==> src/hw/rtl/lbsd_pkg.sv <==
// Shared types, constants and lookup tables of the LED bar graph scan driver.
package lbsd_pkg;

  // Band table geometry: entry i is round(BAND_LO + i*(BAND_HI-BAND_LO)/(BAND_COUNT-1))
  localparam int BAND_COUNT = 32;
  localparam int BAND_IW    = (BAND_COUNT > 1) ? $clog2(BAND_COUNT) : 1;
  localparam int BAND_W     = 13;
  localparam int BAND_LO    = 250;
  localparam int BAND_HI    = 5000;
  localparam int BAND_DEN   = 2 * (BAND_COUNT - 1);

  // Widths of the level search
  localparam int PPM_W   = 20;
  localparam int ACC_W   = 16;
  localparam int LEVEL_W = 3;
  localparam logic [LEVEL_W-1:0] LEVEL_MAX = 3'd6;

  typedef logic [BAND_W-1:0] band_table_t [BAND_COUNT];

  // Build the band thresholds at elaboration
  function automatic band_table_t band_init();
    band_table_t t;
    for (int i = 0; i < BAND_COUNT; i++) begin
      t[i] = BAND_W'((BAND_LO * BAND_DEN + i * (BAND_HI - BAND_LO) * 2 + (BAND_COUNT - 1))
                     / BAND_DEN);
    end
    return t;
  endfunction

  localparam band_table_t BAND_TABLE = band_init();

  // Charlieplex line combinations per scan position
  localparam logic [2:0] DRIVE_ROM  [8] = '{3'd4, 3'd4, 3'd2, 3'd2, 3'd2, 3'd1, 3'd5, 3'd1};
  localparam logic [2:0] COMMON_ROM [8] = '{3'd6, 3'd1, 3'd3, 3'd5, 3'd6, 3'd3, 3'd5, 3'd6};

  // Bar graph pattern per level
  localparam logic [7:0] LEVEL_ROM [7] = '{8'h00, 8'h80, 8'hC0, 8'hE0, 8'hF0, 8'hF9, 8'hFC};

  // Display modes
  localparam logic [2:0] MODE_BEEP       = 3'd0;
  localparam logic [2:0] MODE_POWER_UP   = 3'd1;
  localparam logic [2:0] MODE_AIR_ZERO   = 3'd2;
  localparam logic [2:0] MODE_ZERO_CHECK = 3'd3;
  localparam logic [2:0] MODE_SLEEP      = 3'd4;

  // Fixed LED patterns
  localparam logic [7:0] PAT_ALL     = 8'hFF;
  localparam logic [7:0] PAT_OFF     = 8'h00;
  localparam logic [7:0] PAT_AIR_HI  = 8'h54;
  localparam logic [7:0] PAT_AIR_LO  = 8'hA8;
  localparam logic [7:0] PAT_ZC_HI   = 8'h1C;
  localparam logic [7:0] PAT_ZC_LO   = 8'hE0;
  localparam logic [7:0] LED_ALARM   = 8'h01;
  localparam logic [7:0] LED_BATTERY = 8'h02;

  localparam logic [2:0] ANIM_START     = 3'd7;
  localparam logic [9:0] THRESH_DEFAULT = 10'd512;

  // Level unit control and status
  typedef struct packed {
    logic start;
  } lbsd_lvl_ctl_t;

  typedef struct packed {
    logic busy;
    logic done;
  } lbsd_lvl_sts_t;

  typedef enum logic {
    ST_IDLE,
    ST_CALC
  } lbsd_state_t;

endpackage

==> src/hw/rtl/lbsd_level_unit.sv <==
// Iterative bar graph level search: one add and compare per cycle.
module lbsd_level_unit (
  input  logic                          clk,
  input  logic                          rst,
  input  lbsd_pkg::lbsd_lvl_ctl_t       ctl,
  input  logic [lbsd_pkg::PPM_W-1:0]    ppm,
  input  logic [lbsd_pkg::BAND_W-1:0]   band,
  output lbsd_pkg::lbsd_lvl_sts_t       sts,
  output logic [lbsd_pkg::LEVEL_W-1:0]  level
);
  import lbsd_pkg::*;

  logic [PPM_W-1:0]   ppm_q;
  logic [BAND_W-1:0]  band_q;
  logic [ACC_W-1:0]   acc;
  logic [ACC_W-1:0]   acc_next;
  logic [LEVEL_W-1:0] level_next;
  logic               busy;
  logic               busy_next;
  logic               done;
  logic               done_next;
  logic               step_ok;

  // Advance while the next multiple of the band still fits under the reading
  assign step_ok = (level != LEVEL_MAX) && (ppm_q >= PPM_W'(acc));

  always_comb begin
    acc_next   = acc;
    level_next = level;
    busy_next  = busy;
    done_next  = 1'b0;
    if (ctl.start) begin
      acc_next   = ACC_W'(band);
      level_next = '0;
      busy_next  = 1'b1;
    end else if (busy) begin
      if (step_ok) begin
        acc_next   = acc + ACC_W'(band_q);
        level_next = level + 1'b1;
      end else begin
        busy_next = 1'b0;
        done_next = 1'b1;
      end
    end
  end

  // Hold operands for the whole search
  always_ff @(posedge clk) begin
    if (ctl.start) begin
      ppm_q  <= ppm;
      band_q <= band;
    end
    acc   <= acc_next;
    level <= level_next;
  end

  always_ff @(posedge clk) begin
    if (rst) begin
      busy <= 1'b0;
      done <= 1'b0;
    end else begin
      busy <= busy_next;
      done <= done_next;
    end
  end

  assign sts.busy = busy;
  assign sts.done = done;

endmodule

==> src/hw/rtl/lbsd_scan.sv <==
// Pump PWM and charlieplex scan positions with their line lookups.
module lbsd_scan (
  input  logic        clk,
  input  logic        rst,
  input  logic        step,
  input  logic [15:0] pump_pattern,
  input  logic [7:0]  pattern,
  output logic        pump_bit,
  output logic [2:0]  drive,
  output logic [2:0]  common
);
  import lbsd_pkg::*;

  logic [3:0] pump_position;
  logic [2:0] scan_position;
  logic       led_lit;

  // Look up the lines for the current position
  assign pump_bit = pump_pattern[pump_position];
  assign led_lit  = pattern[scan_position];
  assign drive    = led_lit ? DRIVE_ROM[scan_position]  : 3'd0;
  assign common   = led_lit ? COMMON_ROM[scan_position] : 3'd0;

  // Advance both positions on each tick
  always_ff @(posedge clk) begin
    if (rst) begin
      pump_position <= '0;
      scan_position <= '0;
    end else if (step) begin
      pump_position <= pump_position + 1'b1;
      scan_position <= scan_position + 1'b1;
    end
  end

endmodule

==> src/hw/rtl/led_bargraph_scan_driver_unit.sv <==
// Top level of the LED bar graph scan driver with pump PWM.
// The result of a scan tick or a non-normal update is registered in the cycle after the
// transfer; a normal (bar graph) update waits on the level search, which adds the selected
// band threshold and compares it with the CO2 reading once per cycle up to six times. The
// block accepts one item at a time: in_ready is high when no search is running and the
// output register is empty or being drained. The battery threshold register may be written
// at any time the block is idle and takes effect on the next update.
module led_bargraph_scan_driver_unit (
  input  logic        clk,
  input  logic        rst,
  input  logic        cfg_we,
  input  logic [9:0]  cfg_data,
  input  logic        in_valid,
  output logic        in_ready,
  input  logic        kind,
  input  logic [15:0] pump_pattern,
  input  logic [2:0]  mode,
  input  logic [19:0] co2_ppm,
  input  logic [9:0]  thumbwheel,
  input  logic [9:0]  battery_level,
  input  logic        alarm_flash,
  input  logic        battery_flash,
  output logic        out_valid,
  input  logic        out_ready,
  output logic        pump_on,
  output logic [2:0]  drive_lines,
  output logic [2:0]  common_lines,
  output logic [7:0]  led_pattern,
  output logic        alarm_sound
);
  import lbsd_pkg::*;

  lbsd_state_t        state;
  lbsd_state_t        state_next;
  logic [9:0]         threshold;
  logic [7:0]         pattern_reg;
  logic [7:0]         pattern_reg_next;
  logic [2:0]         anim_counter;
  logic [2:0]         anim_counter_next;
  logic               alarm_reg;
  logic               alarm_reg_next;
  logic               out_valid_next;
  logic               pump_on_next;
  logic [2:0]         drive_lines_next;
  logic [2:0]         common_lines_next;
  logic               aflash_q;
  logic               batt_on_q;
  logic               accept;
  logic               tick;
  logic               scan_pump_bit;
  logic [2:0]         scan_drive;
  logic [2:0]         scan_common;
  logic [3:0]         band_sel;
  logic [BAND_IW-1:0] band_idx;
  logic [BAND_W-1:0]  band_value;
  lbsd_lvl_ctl_t      lvl_ctl;
  lbsd_lvl_sts_t      lvl_sts;
  logic [LEVEL_W-1:0] level;
  logic [7:0]         bar_pattern;

  assign in_ready = (state == ST_IDLE) && !lvl_sts.busy && (!out_valid || out_ready);
  assign accept   = in_valid && in_ready;
  assign tick     = accept && !kind;

  // Select the band, saturating past the end of the table
  assign band_sel = thumbwheel[8:5];
  always_comb begin
    if (int'(band_sel) > BAND_COUNT - 1) begin
      band_idx = BAND_IW'(BAND_COUNT - 1);
    end else begin
      band_idx = BAND_IW'(band_sel);
    end
  end
  assign band_value = BAND_TABLE[band_idx];

  lbsd_scan u_scan (
    .clk          (clk),
    .rst          (rst),
    .step         (tick),
    .pump_pattern (pump_pattern),
    .pattern      (pattern_reg),
    .pump_bit     (scan_pump_bit),
    .drive        (scan_drive),
    .common       (scan_common)
  );

  lbsd_level_unit u_level (
    .clk   (clk),
    .rst   (rst),
    .ctl   (lvl_ctl),
    .ppm   (co2_ppm),
    .band  (band_value),
    .sts   (lvl_sts),
    .level (level)
  );

  // Compose the bar graph from the finished level
  always_comb begin
    bar_pattern = LEVEL_ROM[level];
    if ((level == LEVEL_MAX) && aflash_q) begin
      bar_pattern = bar_pattern | LED_ALARM;
    end
    if (batt_on_q) begin
      bar_pattern = bar_pattern | LED_BATTERY;
    end
  end

  // Sequence items and build the next result
  always_comb begin
    state_next        = state;
    pattern_reg_next  = pattern_reg;
    anim_counter_next = anim_counter;
    alarm_reg_next    = alarm_reg;
    out_valid_next    = out_valid && !out_ready;
    pump_on_next      = pump_on;
    drive_lines_next  = drive_lines;
    common_lines_next = common_lines;
    lvl_ctl.start     = 1'b0;
    case (state)
      ST_IDLE: begin
        if (accept) begin
          pump_on_next      = 1'b0;
          drive_lines_next  = 3'd0;
          common_lines_next = 3'd0;
          out_valid_next    = 1'b1;
          if (!kind) begin
            pump_on_next      = scan_pump_bit;
            drive_lines_next  = scan_drive;
            common_lines_next = scan_common;
          end else begin
            case (mode)
              MODE_BEEP: begin
                pattern_reg_next = PAT_ALL;
              end
              MODE_POWER_UP: begin
                anim_counter_next = ANIM_START;
              end
              MODE_AIR_ZERO: begin
                pattern_reg_next  = anim_counter[2] ? PAT_AIR_HI : PAT_AIR_LO;
                anim_counter_next = anim_counter - 1'b1;
              end
              MODE_ZERO_CHECK: begin
                pattern_reg_next  = anim_counter[2] ? PAT_ZC_HI : PAT_ZC_LO;
                anim_counter_next = anim_counter - 1'b1;
              end
              MODE_SLEEP: begin
                pattern_reg_next = PAT_OFF;
              end
              default: begin
                out_valid_next = 1'b0;
                lvl_ctl.start  = 1'b1;
                state_next     = ST_CALC;
              end
            endcase
          end
        end
      end
      ST_CALC: begin
        if (lvl_sts.done) begin
          pattern_reg_next = bar_pattern;
          alarm_reg_next   = (level == LEVEL_MAX);
          out_valid_next   = 1'b1;
          state_next       = ST_IDLE;
        end
      end
      default: begin
        state_next = ST_IDLE;
      end
    endcase
  end

  // Hold the LED flags of a bar graph update
  always_ff @(posedge clk) begin
    if (lvl_ctl.start) begin
      aflash_q  <= alarm_flash;
      batt_on_q <= (battery_level > threshold) || battery_flash;
    end
    pump_on      <= pump_on_next;
    drive_lines  <= drive_lines_next;
    common_lines <= common_lines_next;
  end

  always_ff @(posedge clk) begin
    if (rst) begin
      state        <= ST_IDLE;
      threshold    <= THRESH_DEFAULT;
      pattern_reg  <= PAT_OFF;
      anim_counter <= '0;
      alarm_reg    <= 1'b0;
      out_valid    <= 1'b0;
    end else begin
      state        <= state_next;
      pattern_reg  <= pattern_reg_next;
      anim_counter <= anim_counter_next;
      alarm_reg    <= alarm_reg_next;
      out_valid    <= out_valid_next;
      if (cfg_we) begin
        threshold <= cfg_data;
      end
    end
  end

  assign led_pattern = pattern_reg;
  assign alarm_sound = alarm_reg;

endmodule

==> config.mk <==
export PLATFORM = sky130hd
export DESIGN_NAME = led_bargraph_scan_driver_unit
export DESIGN_NICKNAME = d
export VERILOG_FILES = /design/src/hw/rtl/lbsd_pkg.sv /design/src/hw/rtl/lbsd_level_unit.sv /design/src/hw/rtl/lbsd_scan.sv /design/src/hw/rtl/led_bargraph_scan_driver_unit.sv
export SDC_FILE = /design/constraint.sdc
export NUM_CORES = 1
export LEC_CHECK = 0
export ABC_AREA = 0
export BUFFER_PORTS_ARGS = -buffer_cell sky130_fd_sc_hd__buf_2
export CORE_ASPECT_RATIO = 1.2
export CORE_MARGIN = 2
export CORE_UTILIZATION = 55
export DETAILED_ROUTE_END_ITERATION = 12
export GPL_ROUTABILITY_DRIVEN = 1
export PLACE_DENSITY = 0.88
export SETUP_SLACK_MARGIN = 0.3
export SYNTH_ARGS = -nofsm -noshare
export SYNTH_HDL_FRONTEND = slang
export SYNTH_SLANG_ARGS = --single-unit
==> constraint.sdc <==
create_clock -name clk -period 7.51 [get_ports clk]
set_input_delay 2.253 -clock clk [delete_from_list [all_inputs] [get_ports clk]]
set_output_delay 2.253 -clock clk [all_outputs]
set_load 0.01 [all_outputs]
# --- Yosys cells after proc, flatten, opt, wreduce, memory -nomap -nowiden ---
# Memory sizes are Yosys's and may differ from the RTL's. A register that Yosys moved wholly into a read port is not among the register bits.
# Cells that the tools add are included.
totals:
  in_bits: 77
  output_inout_bits: 18
  mem_bits_ro: 528
  elab_cells: 112
  n_memories: 4
  ff_bits: 88
classes:
  n_reduce_logical: 27
  n_eq_ne: 10
  order_cmp: 6
  n_mux: 36
  addsub: 5
  bitwise: 6
mem_list:
  columns: ["name", "words", "word_bits", "rd", "rd_ports_with_merged_regs", "wr", "line_no", "rtl"]
  rows:
  - ["(name not given)", 32, 13, 1, 0, 0, "led_bargraph_scan_driver_unit.sv:74", "assign band_value = BAND_TABLE[band_idx];"]
  - ["(name not given)", 8, 8, 1, 0, 0, "led_bargraph_scan_driver_unit.sv:99", "bar_pattern = LEVEL_ROM[level];"]
  - ["(name not given)", 8, 3, 1, 1, 0, "lbsd_scan.sv:22", "assign common = led_lit ? COMMON_ROM[scan_position] : 3'd0;"]
  - ["(name not given)", 8, 3, 1, 1, 0, "lbsd_scan.sv:21", "assign drive = led_lit ? DRIVE_ROM[scan_position] : 3'd0;"]
op_table:
  columns: ["cell", "count"]
  rows:
  - ["$mux W13", 5]
  - ["$mux W8", 7]
  - ["$pmux W8 S4", 1]
  - ["$ge A20 B16 Y1", 1]
  - ["$add A16 B13 Y16", 1]
  - ["$mux W1", 16]
  - ["$pmux W8 S2", 1]
  - ["$gt A10 B10 Y1", 1]
  - ["$not A3 Y4", 2]
  - ["$reduce_and A2 Y1", 4]
  - ["$reduce_and A4 Y1", 2]
  - ["$logic_and A1 B1 Y1", 7]
  - ["$add A3 B1 Y3 const B", 2]
  - ["$eq A3 B2 Y1 const B", 2]
  - ["$eq A3 B3 Y1 const B", 2]
  - ["$ge A6 B6 Y1 const B", 1]
  - ["$not A4 Y6", 1]
  - ["$pmux W3 S2", 1]
  - ["$reduce_bool A2 Y1", 3]
  - ["$lt A4 B5 Y1 const B", 1]
  - ["$ne A5 B1 Y1 const B", 1]
  - ["$reduce_or A5 Y1", 1]
  - ["$add A4 B1 Y4 const B", 1]
  - ["$bmux W1 S4", 1]
  - ["other kinds (16)", 25]

# --- Longest topological paths before layout ---
# Gate-level depths: netlist (run 1).
logic_depth:
  depth_word: 8
  depth_mapped: 9
  mapped_depth_nobuf: 9

# --- Modules after synthesis ---
# Synthesis (run 1) repeated with hierarchy kept, for this count alone.
unflattened:
  cells_unflattened: 565
  hier_area_um2: 5695.5
by_module_without_submodules:
  columns: ["module", "cells_each", "n_inst", "area_per_inst_um2", "seq_area_each_um2"]
  rows:
  - ["lbsd_level_unit", 260, 1, 2961.6, 1541.5]
  - ["led_bargraph_scan_driver_unit", 247, 1, 2139.6, 750.7]
  - ["lbsd_scan", 58, 1, 594.3, 140.1]

# --- Least setup slack after synthesis (run 1) ---
# OpenSTA, ideal clock, no wires.
synth_path:
  kind: "input to output"
  from: "input out_ready"
  to: "output in_ready"
  n_path_buf: 0
  path_stages: 2
  t_arrival_ns: 2.567
  slack_ns: 2.690
  required_time_ns: 5.257
  path_cell_list: "nand2b_1 and2_1"
synth_between:
  elab_chain_cells: 2
synth_rtl:
  columns: ["item", "line_no", "rtl"]
  rows:
  - ["from (decl)", "led_bargraph_scan_driver_unit.sv:24", "input logic out_ready,"]
  - ["$logic_or A1 B1 Y1", "led_bargraph_scan_driver_unit.sv:61", "assign in_ready = (state == ST_IDLE) && !lvl_sts.busy && (!out_valid || out_ready);"]
  - ["$logic_and A1 B1 Y1", "led_bargraph_scan_driver_unit.sv:61", null]
  - ["to (decl)", "led_bargraph_scan_driver_unit.sv:14", "output logic in_ready,"]
# Every way passes these cells.

# --- Worst setup path after layout (run 1) ---
# Ends and elaborated chain as after synthesis.

==> results of run 1 <==
cell families (layout without fill, tap and decap cells):
kind of cell | count (synthesis) | count (layout) | share of synthesized area
buffers and inverters | 63 | 149 | 0.0454
XOR/XNOR | 16 | 16 | 0.0260
adder cells (fa/ha/maj) | 60 | 60 | 0.140
flip-flops | 93 | 93 | 0.445
multiplexers | 28 | 28 | 0.0704
AND/OR/NAND/NOR | 156 | 156 | 0.136
AO/OA/AOI/OAI | 116 | 116 | 0.137
placed cells by master (no fill, tap or decap), drive strengths merged, types with 5 or more instances in the layout:
| master | netlist | final |
|---|---|---|
| buf | 6 | 88 |
| nor2 | 59 | 59 |
| ha | 59 | 59 |
| edfxtp | 54 | 54 |
| inv | 45 | 49 |
| a21oi | 41 | 41 |
| dfxtp | 39 | 39 |
| nand2 | 39 | 39 |
| o21ai | 25 | 25 |
| mux2i | 20 | 20 |
| a211oi | 15 | 15 |
| nor2b | 11 | 11 |
| clkbuf | 12 | 11 |
| nand3 | 9 | 9 |
| xnor2 | 9 | 9 |
| nand2b | 9 | 9 |
| nor3 | 8 | 8 |
| mux4 | 8 | 8 |
| xor2 | 7 | 7 |
| nand4 | 6 | 6 |
| o21a | 5 | 5 |
| a31oi | 5 | 5 |
per-layer routing:
| layer | track usage | vias up |
|---|---|---|
| met5 | 0 | - |
| met3 | 0.0336 | 30 |
| met1 | 0.236 | 1996 |
| met4 | 0.0870 | 0 |
| li1 | - | 2064 |
| met2 | 0.440 | 146 |
power by group:
group | total, mW | switching (mW) | leakage (nW) | internal, mW
sequential | 0.603 | 0.0261 | 0.818 | 0.577
combinational | 0.238 | 0.135 | 1.68 | 0.103
clock | 0.486 | 0.196 | 0.163 | 0.290
worst paths after layout:
path | start | end | slack, ns | depth (start not counted)
worst max-delay path | out_ready | in_ready | 2.42 | 4
worst min-delay path | anim_counter[0] | anim_counter[0] | 0.49 | 1
worst max register to register | state | u_level.acc[8] | 4.60 | 6
worst min register to register | anim_counter[0] | anim_counter[0] | 0.49 | 1
cell type report:
class,count,area [µm²]
clock buffers,11,264
inverters,45,169
flip-flops and latches,93,2400
well taps,123,154
repair buffers,88,440
multi-input cells,376,2750
clock inverters,5,60.1
fillers,749,3270
state kept, by name (all words and copies together) (netlist names):
signal and count:
u_level.acc 16, u_level.done 1, drive_lines 3, u_level.level 3, led_pattern 8, aflash_q 1, u_level.busy 1, pump_on 1
threshold 10, batt_on_q 1, alarm_sound 1, state 1, u_scan.scan_position 3, common_lines 3, u_level.ppm_q 20, u_level.band_q 12
out_valid 1, anim_counter 3, u_scan.pump_position 4
critical path, delay by kind of cell:
family,cells,cell delay [ns]
and+or+nand+nor,2,0.35
buffers and inverters,2,0.23
per-stage QoR:
| stage | util | std cells |
|---|---|---|
| after CTS | 0.656 | 741 |
| after global placement | 0.622 | 725 |
| final | 0.656 | 741 |
| after global routing | 0.656 | 741 |
| after floorplan | - | 532 |
| after detailed placement | 0.622 | 725 |
==> metrics.yaml, run 1 <==
fmax_mhz: 197
finalHoldWorstSlack_ns: 0.487
diodes: 0
syn_to_final_growth_pct: 15.6
cts_tree: "yes"
wl_met2_um: 6350
antenna_left: 0
syn-num-nets: 669
ctsHoldBuffers: 0
dp_hpwl_um: 8670
grt_usage: 0.225
drive_gt1_frac: 0.197
async_reset_ff_frac: 0
layout_setup_ws_ns: 2.42
finalCriticalPeriod_ns: 5.09
slew_headroom: 0.308
cp_common_cell: "buf_2"
num_rows: 39
die_h_um: 113
synth.cells.most_frequent: "59 x ha_1, 59 x nor2_1, 54 x edfxtp_1, 45 x inv_1, 41 x a21oi_1"
syn_area_per_cell_um2: 10.2
power_leakage_nw: 2.66
drtPass1Iterations: 5
dp_slack_ns: 2.43
wl_um: 11600
synth_cell_types: 52
clk_latency_ns: 0.34
port-buffer-count: 88
antenna_found_initial: 0
cp.required_ns: 5.26
grt_pass1_vias: 4279
max-cap-violations: 0
synth_seq_cells: 93
die_w_um: 94.5
power_density_nw_per_um2: 212
final.setup_skew_ns: 0.00682
drt_iter0_markers: 273
die-area_um2: 10600
synth.area.top_cells: "edfxtp_1 30%, dfxtp_1 14%, ha_1 14%"
syn-cell-area_um2: 5400
yosysTopAreaCellShare: 0.300
gp_congestion: 0.851
synthCells: 532
num_vias: 4236
yosysTopAreaCell: "edfxtp_1"
htreeDepth: 3
fin_tns_setup_ns: 0
clock-root-buffer: "clkbuf_16"
yosys_most_used_dff: "edfxtp_1"
cp_slowest_stage_delay_ns: 0.19
cts_resized: 0
outcome: "finished, final reports clean"
synth-edff-count: 54
start_util: 0.568
cts_max_path_buffers: 2
arrival_ns: 2.83
power_mw: 1.33
io_pins: 95
highest_layer: "met4"
peakVddDrop_mv: 0.119
placed_cell_area_um2: 5920
rsz0062_at_grt: "false"
wire_per_inst_um: 15.7
startpoint_type: "input port"
path_max_fanout: 4
fp.coreArea_um2: 9520
layout.nets: 750
fin_crit_sh: 0.677
clk_pin_slew_ns: 0.06
finalMaxSlewViolations: 0
worstPathCellList: "buf_2 > nand2b_1 > and2_1 > buf_2"
path_class: "input port to output port"
grt_pass1_wl_um: 19000
cts_sinks: 93
hold_class: "register to register"
crit_slowest_cell: "nand2b_1"
cts_buffers: 9
grt_start_max_net_pins: 58
routedLengthMet1_um: 4290
hold_viol_final: 0
yosysSeqAreaShare: 0.445
cp-end-kind: "output port"
cts_setup_buffers: 0
yosysWarnings: 0
via_per_inst: 5.72
stdcell_area_um2: 6240
drc: 0
overflow: 0
tightest_slew_ns: 1.04
dr_wl_met3_um: 686
setup_viol: 0
Note: power is estimated with default switching activity, not from simulation.
==> run 2: changes to the inputs <==
==> constraint.sdc (replaced) <==
create_clock -name clk -period 5.2 [get_ports clk]
set_input_delay 1.56 -clock clk [delete_from_list [all_inputs] [get_ports clk]]
set_output_delay 1.56 -clock clk [all_outputs]
set_load 0.01 [all_outputs]
==> metrics.yaml, run 2 (synthesis gave the netlist of run 1 again) <==
outcome: "finished, final reports clean"
antenna_found_initial: 0
diodes: 0
overflow: 0
largest_reg_flops: 20
arrival_ns: 2.11
cts_resized: 0
final_util: 0.654
num_rows: 39
hold_viol_final: 0
fmax_mhz: 273
grt_usage: 0.225
hold_class: "register to register"
die_w_um: 94.5
reg.largest.list: "u_level.ppm_q (20), u_level.acc (16), u_level.band_q (12)"
drtPass1Iterations: 5
drt_iter0_markers: 235
slew_headroom: 0.315
setup_viol: 0
port-buffer-count: 88
cp_slowest_stage_delay_ns: 0.16
path_class: "input port to output port"
layout.nets: 750
cts_buffers: 9
via_per_inst: 5.70
max_flop_register: "u_level.ppm_q"
fp.coreArea_um2: 9520
drc: 0
cp.required_ns: 3.64
start_util: 0.568
clk_pin_slew_ns: 0.07
final.setup_skew_ns: 0.0101
finalMaxSlewViolations: 0
cp_common_cell: "buf_2"
crit_slowest_cell: "nand2b_1"
antenna_left: 0
power_leakage_nw: 2.65
grt_pass1_wl_um: 18700
tightest_slew_ns: 1.03
fin_tns_setup_ns: 0
wl_um: 11800
dp_hpwl_um: 8710
die-area_um2: 10600
layout_commonest_cell: "buf_2"
clk_latency_ns: 0.34
io_pins: 95
fin_crit_sh: 0.705
final_cell_mix: "88 x buf_2, 59 x nor2_1, 59 x ha_1, 54 x edfxtp_1, 44 x inv_1"
path_max_fanout: 4
clock-root-buffer: "clkbuf_16"
fillCellCount: 719
drive_gt1_frac: 0.197
cp-end-kind: "output port"
wire_per_inst_um: 15.9
gp_congestion: 0.884
r2r_slack_ns: 2.38
syn_to_final_growth_pct: 15.2
startpoint_type: "input port"
grt_start_max_net_pins: 58
cts_setup_buffers: 0
num_vias: 4226
die_h_um: 113
peakVddDrop_mv: 0.211
ctsHoldBuffers: 0
cts_tree: "yes"
cts_max_path_buffers: 2
cts_sinks: 93
htreeDepth: 3
grt_pass1_vias: 4251
rsz0062_at_grt: "false"
worstPathCellList: "buf_2 > nand2b_1 > and2_1 > buf_2"
power_density_nw_per_um2: 300
max-cap-violations: 0
finalCriticalPeriod_ns: 3.67
==> run 2: changes by cell type in the layout (fill, tap and decap cells not counted) <==
cell / change
clkinv_4: +2
inv_4: -2
bufinv_16: -1
clkinv_2: +1
==> run 2: metrics by stage <==
step,power (mW),area [µm²],setup slack [ns],hold slack (ns),cells
CTS,1.87,6220,1.53,0.484,741
global placement,1.19,5920,1.30,0.449,725
detailed placement,1.22,5920,1.27,0.466,725
floorplan,1.11,5400,1.56,0.433,532
finish,1.87,6220,1.53,0.484,741
global route,1.95,6220,1.41,0.508,741
==> run 2: critical path, delay by kind of cell <==
kind | cells | cell delay, ns
AND/OR/NAND/NOR | 2 | 0.30
buffers and inverters | 2 | 0.24
==> run 2: routing by layer <==
layer / track usage / vias up / part of all wire
met1: 0.237 / 1948 / 0.37
met2: 0.419 / 166 / 0.54
li1: - / 2078 / -
met5: 0 / - / 0
met4: 0.116 / 0 / 0.034
met3: 0.0416 / 34 / 0.055
==> run 2: area by class of cell <==
type	count	area, µm²	share of cell area
Sequential cell	93	2400	0.386
Clock inverter	5	40.0	0.00643
Clock buffer	11	264	0.0424
Multi-Input combinational cell	376	2750	0.442
Tap cell	123	154	0.0247
Inverter	45	169	0.0271
Timing Repair Buffer	88	440	0.0708
==> run 2: worst paths after layout <==
check	to	depth (start not counted)	start
min	u_level.acc[13]	1	u_level.acc[13]
min reg2reg	u_level.acc[13]	1	u_level.acc[13]
max reg2reg	u_level.acc[8]	6	state
max	in_ready	4	out_ready
==> run 2: power breakdown <==
group	switching (mW)	internal [mW]
Sequential	0.0373	0.833
Combinational	0.193	0.149
Clock	0.287	0.371
==> run 3: changes to the inputs <==
--- a/config.mk
+++ b/config.mk
@@ -5,14 +5,14 @@
 export SDC_FILE = /design/constraint.sdc
 export NUM_CORES = 1
 export LEC_CHECK = 0
-export ABC_AREA = 0
+export ABC_AREA = 1
 export BUFFER_PORTS_ARGS = -buffer_cell sky130_fd_sc_hd__buf_2
 export CORE_ASPECT_RATIO = 1.2
 export CORE_MARGIN = 2
-export CORE_UTILIZATION = 55
+export CORE_UTILIZATION = 51
 export DETAILED_ROUTE_END_ITERATION = 12
 export GPL_ROUTABILITY_DRIVEN = 1
-export PLACE_DENSITY = 0.88
+export PLACE_DENSITY = 0.85
 export SETUP_SLACK_MARGIN = 0.3
 export SYNTH_ARGS = -nofsm -noshare
 export SYNTH_HDL_FRONTEND = slang
==> constraint.sdc (replaced) <==
create_clock -name clk -period 3.15 [get_ports clk]
set_input_delay 0.945 -clock clk [delete_from_list [all_inputs] [get_ports clk]]
set_output_delay 0.945 -clock clk [all_outputs]
set_load 0.01 [all_outputs]
==> metrics.yaml, run 3 <==
drive_gt1_frac: 0.150
largest_reg_flops: 20
clkPwrFrac: 0.344
synth_seq_cells: 93
setup_viol: 0
cp-end-kind: "register"
yosys_most_used_dff: "edfxtp_1"
cp.required_ns: 3.13
synth-edff-count: 54
critPathBufInv: 2
fmax_mhz: 399
tightest_slew_ns: 0.657
max_flop_register: "u_level.ppm_q"
cp_slowest_stage_delay_ns: 0.49
arrival_ns: 2.48
syn_to_final_growth_pct: 15.2
fin_tns_setup_ns: 0
start_util: 0.528
num_rows: 41
clk_pin_slew_ns: 0.07
yosysTopAreaCell: "edfxtp_1"
die-area_um2: 11800
die_w_um: 99.7
synth.area.top_cells: "edfxtp_1 29%, dfxtp_1 14%, ha_1 13%"
cp_top_family: "simple AND/OR/NAND/NOR gates"
hold_class: "register to register"
finalHoldWorstSlack_ns: 0.459
via_per_inst: 5.27
crit_slowest_cell: "nand2_1"
yosysWarnings: 0
switching_share: 0.292
cts_tree: "yes"
reg.largest.list: "u_level.ppm_q (20), u_level.acc (16), u_level.band_q (12)"
drc: 0
finalCriticalPeriod_ns: 2.51
cts_resized: 0
finalMaxSlewViolations: 0
final_cell_mix: "149 x nand2_1, 98 x inv_1, 88 x buf_2, 71 x nor2_1, 60 x o21ai_0"
htreeDepth: 3
num_vias: 4784
diodes: 0
max-cap-violations: 0
drt_iter0_markers: 309
yosysSeqAreaShare: 0.429
synth_cell_types: 41
grt_pass1_vias: 4612
ctsHoldBuffers: 0
dp_hpwl_um: 8880
grt_start_max_net_pins: 59
hold_viol_final: 0
syn-cell-area_um2: 5600
yosysTopAreaCellShare: 0.289
cts_sinks: 93
cts_buffers: 9
power_leakage_nw: 3.04
layout_commonest_cell: "nand2_1"
grt_usage: 0.213
wire_per_inst_um: 13.2
outcome: "finished, final reports clean"
fillCellCount: 890
synth_most_common_cell: "nand2_1"
path_max_fanout: 13
antenna_found_initial: 0
synth.cells.most_frequent: "149 x nand2_1, 98 x inv_1, 71 x nor2_1, 60 x o21ai_0, 59 x ha_1"
seq_power_share: 0.454
fin_crit_sh: 0.796
peakVddDrop_mv: 0.222
antenna_left: 0
worstPathCellList: "inv_1 > ha_1 > nand2_1 > nor2_1 > inv_1 > nor2_1 > nand3_1 > nand3_2 > nand3_2 > nand2_1"
grt_pass1_wl_um: 20400
syn-num-nets: 823
cts_max_path_buffers: 2
drtPass1Iterations: 5
slew_headroom: 0.562
startpoint_type: "register"
clock-root-buffer: "clkbuf_16"
synthCells: 686
power_switching_mw: 0.940
syn_area_per_cell_um2: 8.17
wl_um: 12000
power_density_nw_per_um2: 498
async_reset_ff_frac: 0
io_pins: 95
cell_internal_pwr_mw: 2.27
cts_setup_buffers: 0
combPwrFrac: 0.202
overflow: 0
clk_latency_ns: 0.35
die_h_um: 119
fp.coreArea_um2: 10600
port-buffer-count: 88
gp_congestion: 0.882
final.setup_skew_ns: 0.0129
layout.nets: 910
rsz0062_at_grt: "false"
path_class: "register to register"
## run 3: changes by cell type after synthesis, moves of 12 or more
cell / before / now
nand2_1: 38 / 149
a21oi_1: 41 / 58
o21ai_0: 25 / 60
a211oi_1: 15 / 1
mux2i_1: 20 / 0
inv_1: 45 / 98
nor2_1: 59 / 71
## run 3: layer usage
layer,up-vias,part of all wire,global-route usage
met5,-,0,0
met3,19,0.050,0.0491
met2,131,0.50,0.374
met1,2164,0.43,0.254
met4,0,0.020,0.0711
li1,2470,-,-
## run 3: final cells by class
cell class	count	area, µm²	share of cell area
multi-input cells	478	2750	0.426
flip-flops and latches	93	2400	0.372
repair buffers	89	448	0.0694
inverters	102	385	0.0597
clock buffers	13	283	0.0438
well taps	129	161	0.0250
clock inverters	3	23.8	0.00368
## run 3: path summary, 6_finish.rpt
path / startpoint / endpoint / slack, ns / cells past startpoint
worst min register to register: threshold[2] / threshold[2] / 0.46 / 2
worst min-delay path: threshold[2] / threshold[2] / 0.46 / 2
worst max register to register: u_level.acc[11] / u_level.acc[2] / 0.64 / 10
worst max-delay path: u_level.acc[11] / u_level.acc[2] / 0.64 / 10
## run 3: kinds of logic after synthesis
group                      share of synthesized area
DFF                                            0.429
AOI/OAI and AO/OA                              0.145
buffers and inverters                         0.0800
and+or+nand+nor                                0.195
adders and majority gates                      0.135
xor gates and xnor gates                      0.0156
## run 3: tightest hold or removal path: stages, from the launching register on
cell and delay (ns):
dfxtp_1 0.30, inv_1 0.06, a21oi_1 0.06
## run 3: power by group through the flow
stage | clock network (mW) | logic [mW] | registers [mW]
2_1_floorplan | 0 | 0.458 | 1.47
3_3_place_gp | 0 | 0.611 | 1.48
3_5_place_dp | 0 | 0.637 | 1.48
4_1_cts | 1.12 | 0.647 | 1.46
5_1_grt | 1.17 | 0.753 | 1.47
6_report | 1.10 | 0.649 | 1.46
## run 3: metrics by stage
step | setup slack, ns | instances | power, mW | cell area [µm²] | utilization
after floorplan | 0.764 | 686 | 1.93 | 5600 | -
after global placement | 0.588 | 891 | 2.09 | 6150 | 0.579
final | 0.642 | 907 | 3.21 | 6450 | 0.608
after global routing | 0.429 | 907 | 3.39 | 6450 | 0.608
after CTS | 0.630 | 907 | 3.23 | 6450 | 0.608
after detailed placement | 0.518 | 891 | 2.12 | 6150 | 0.579
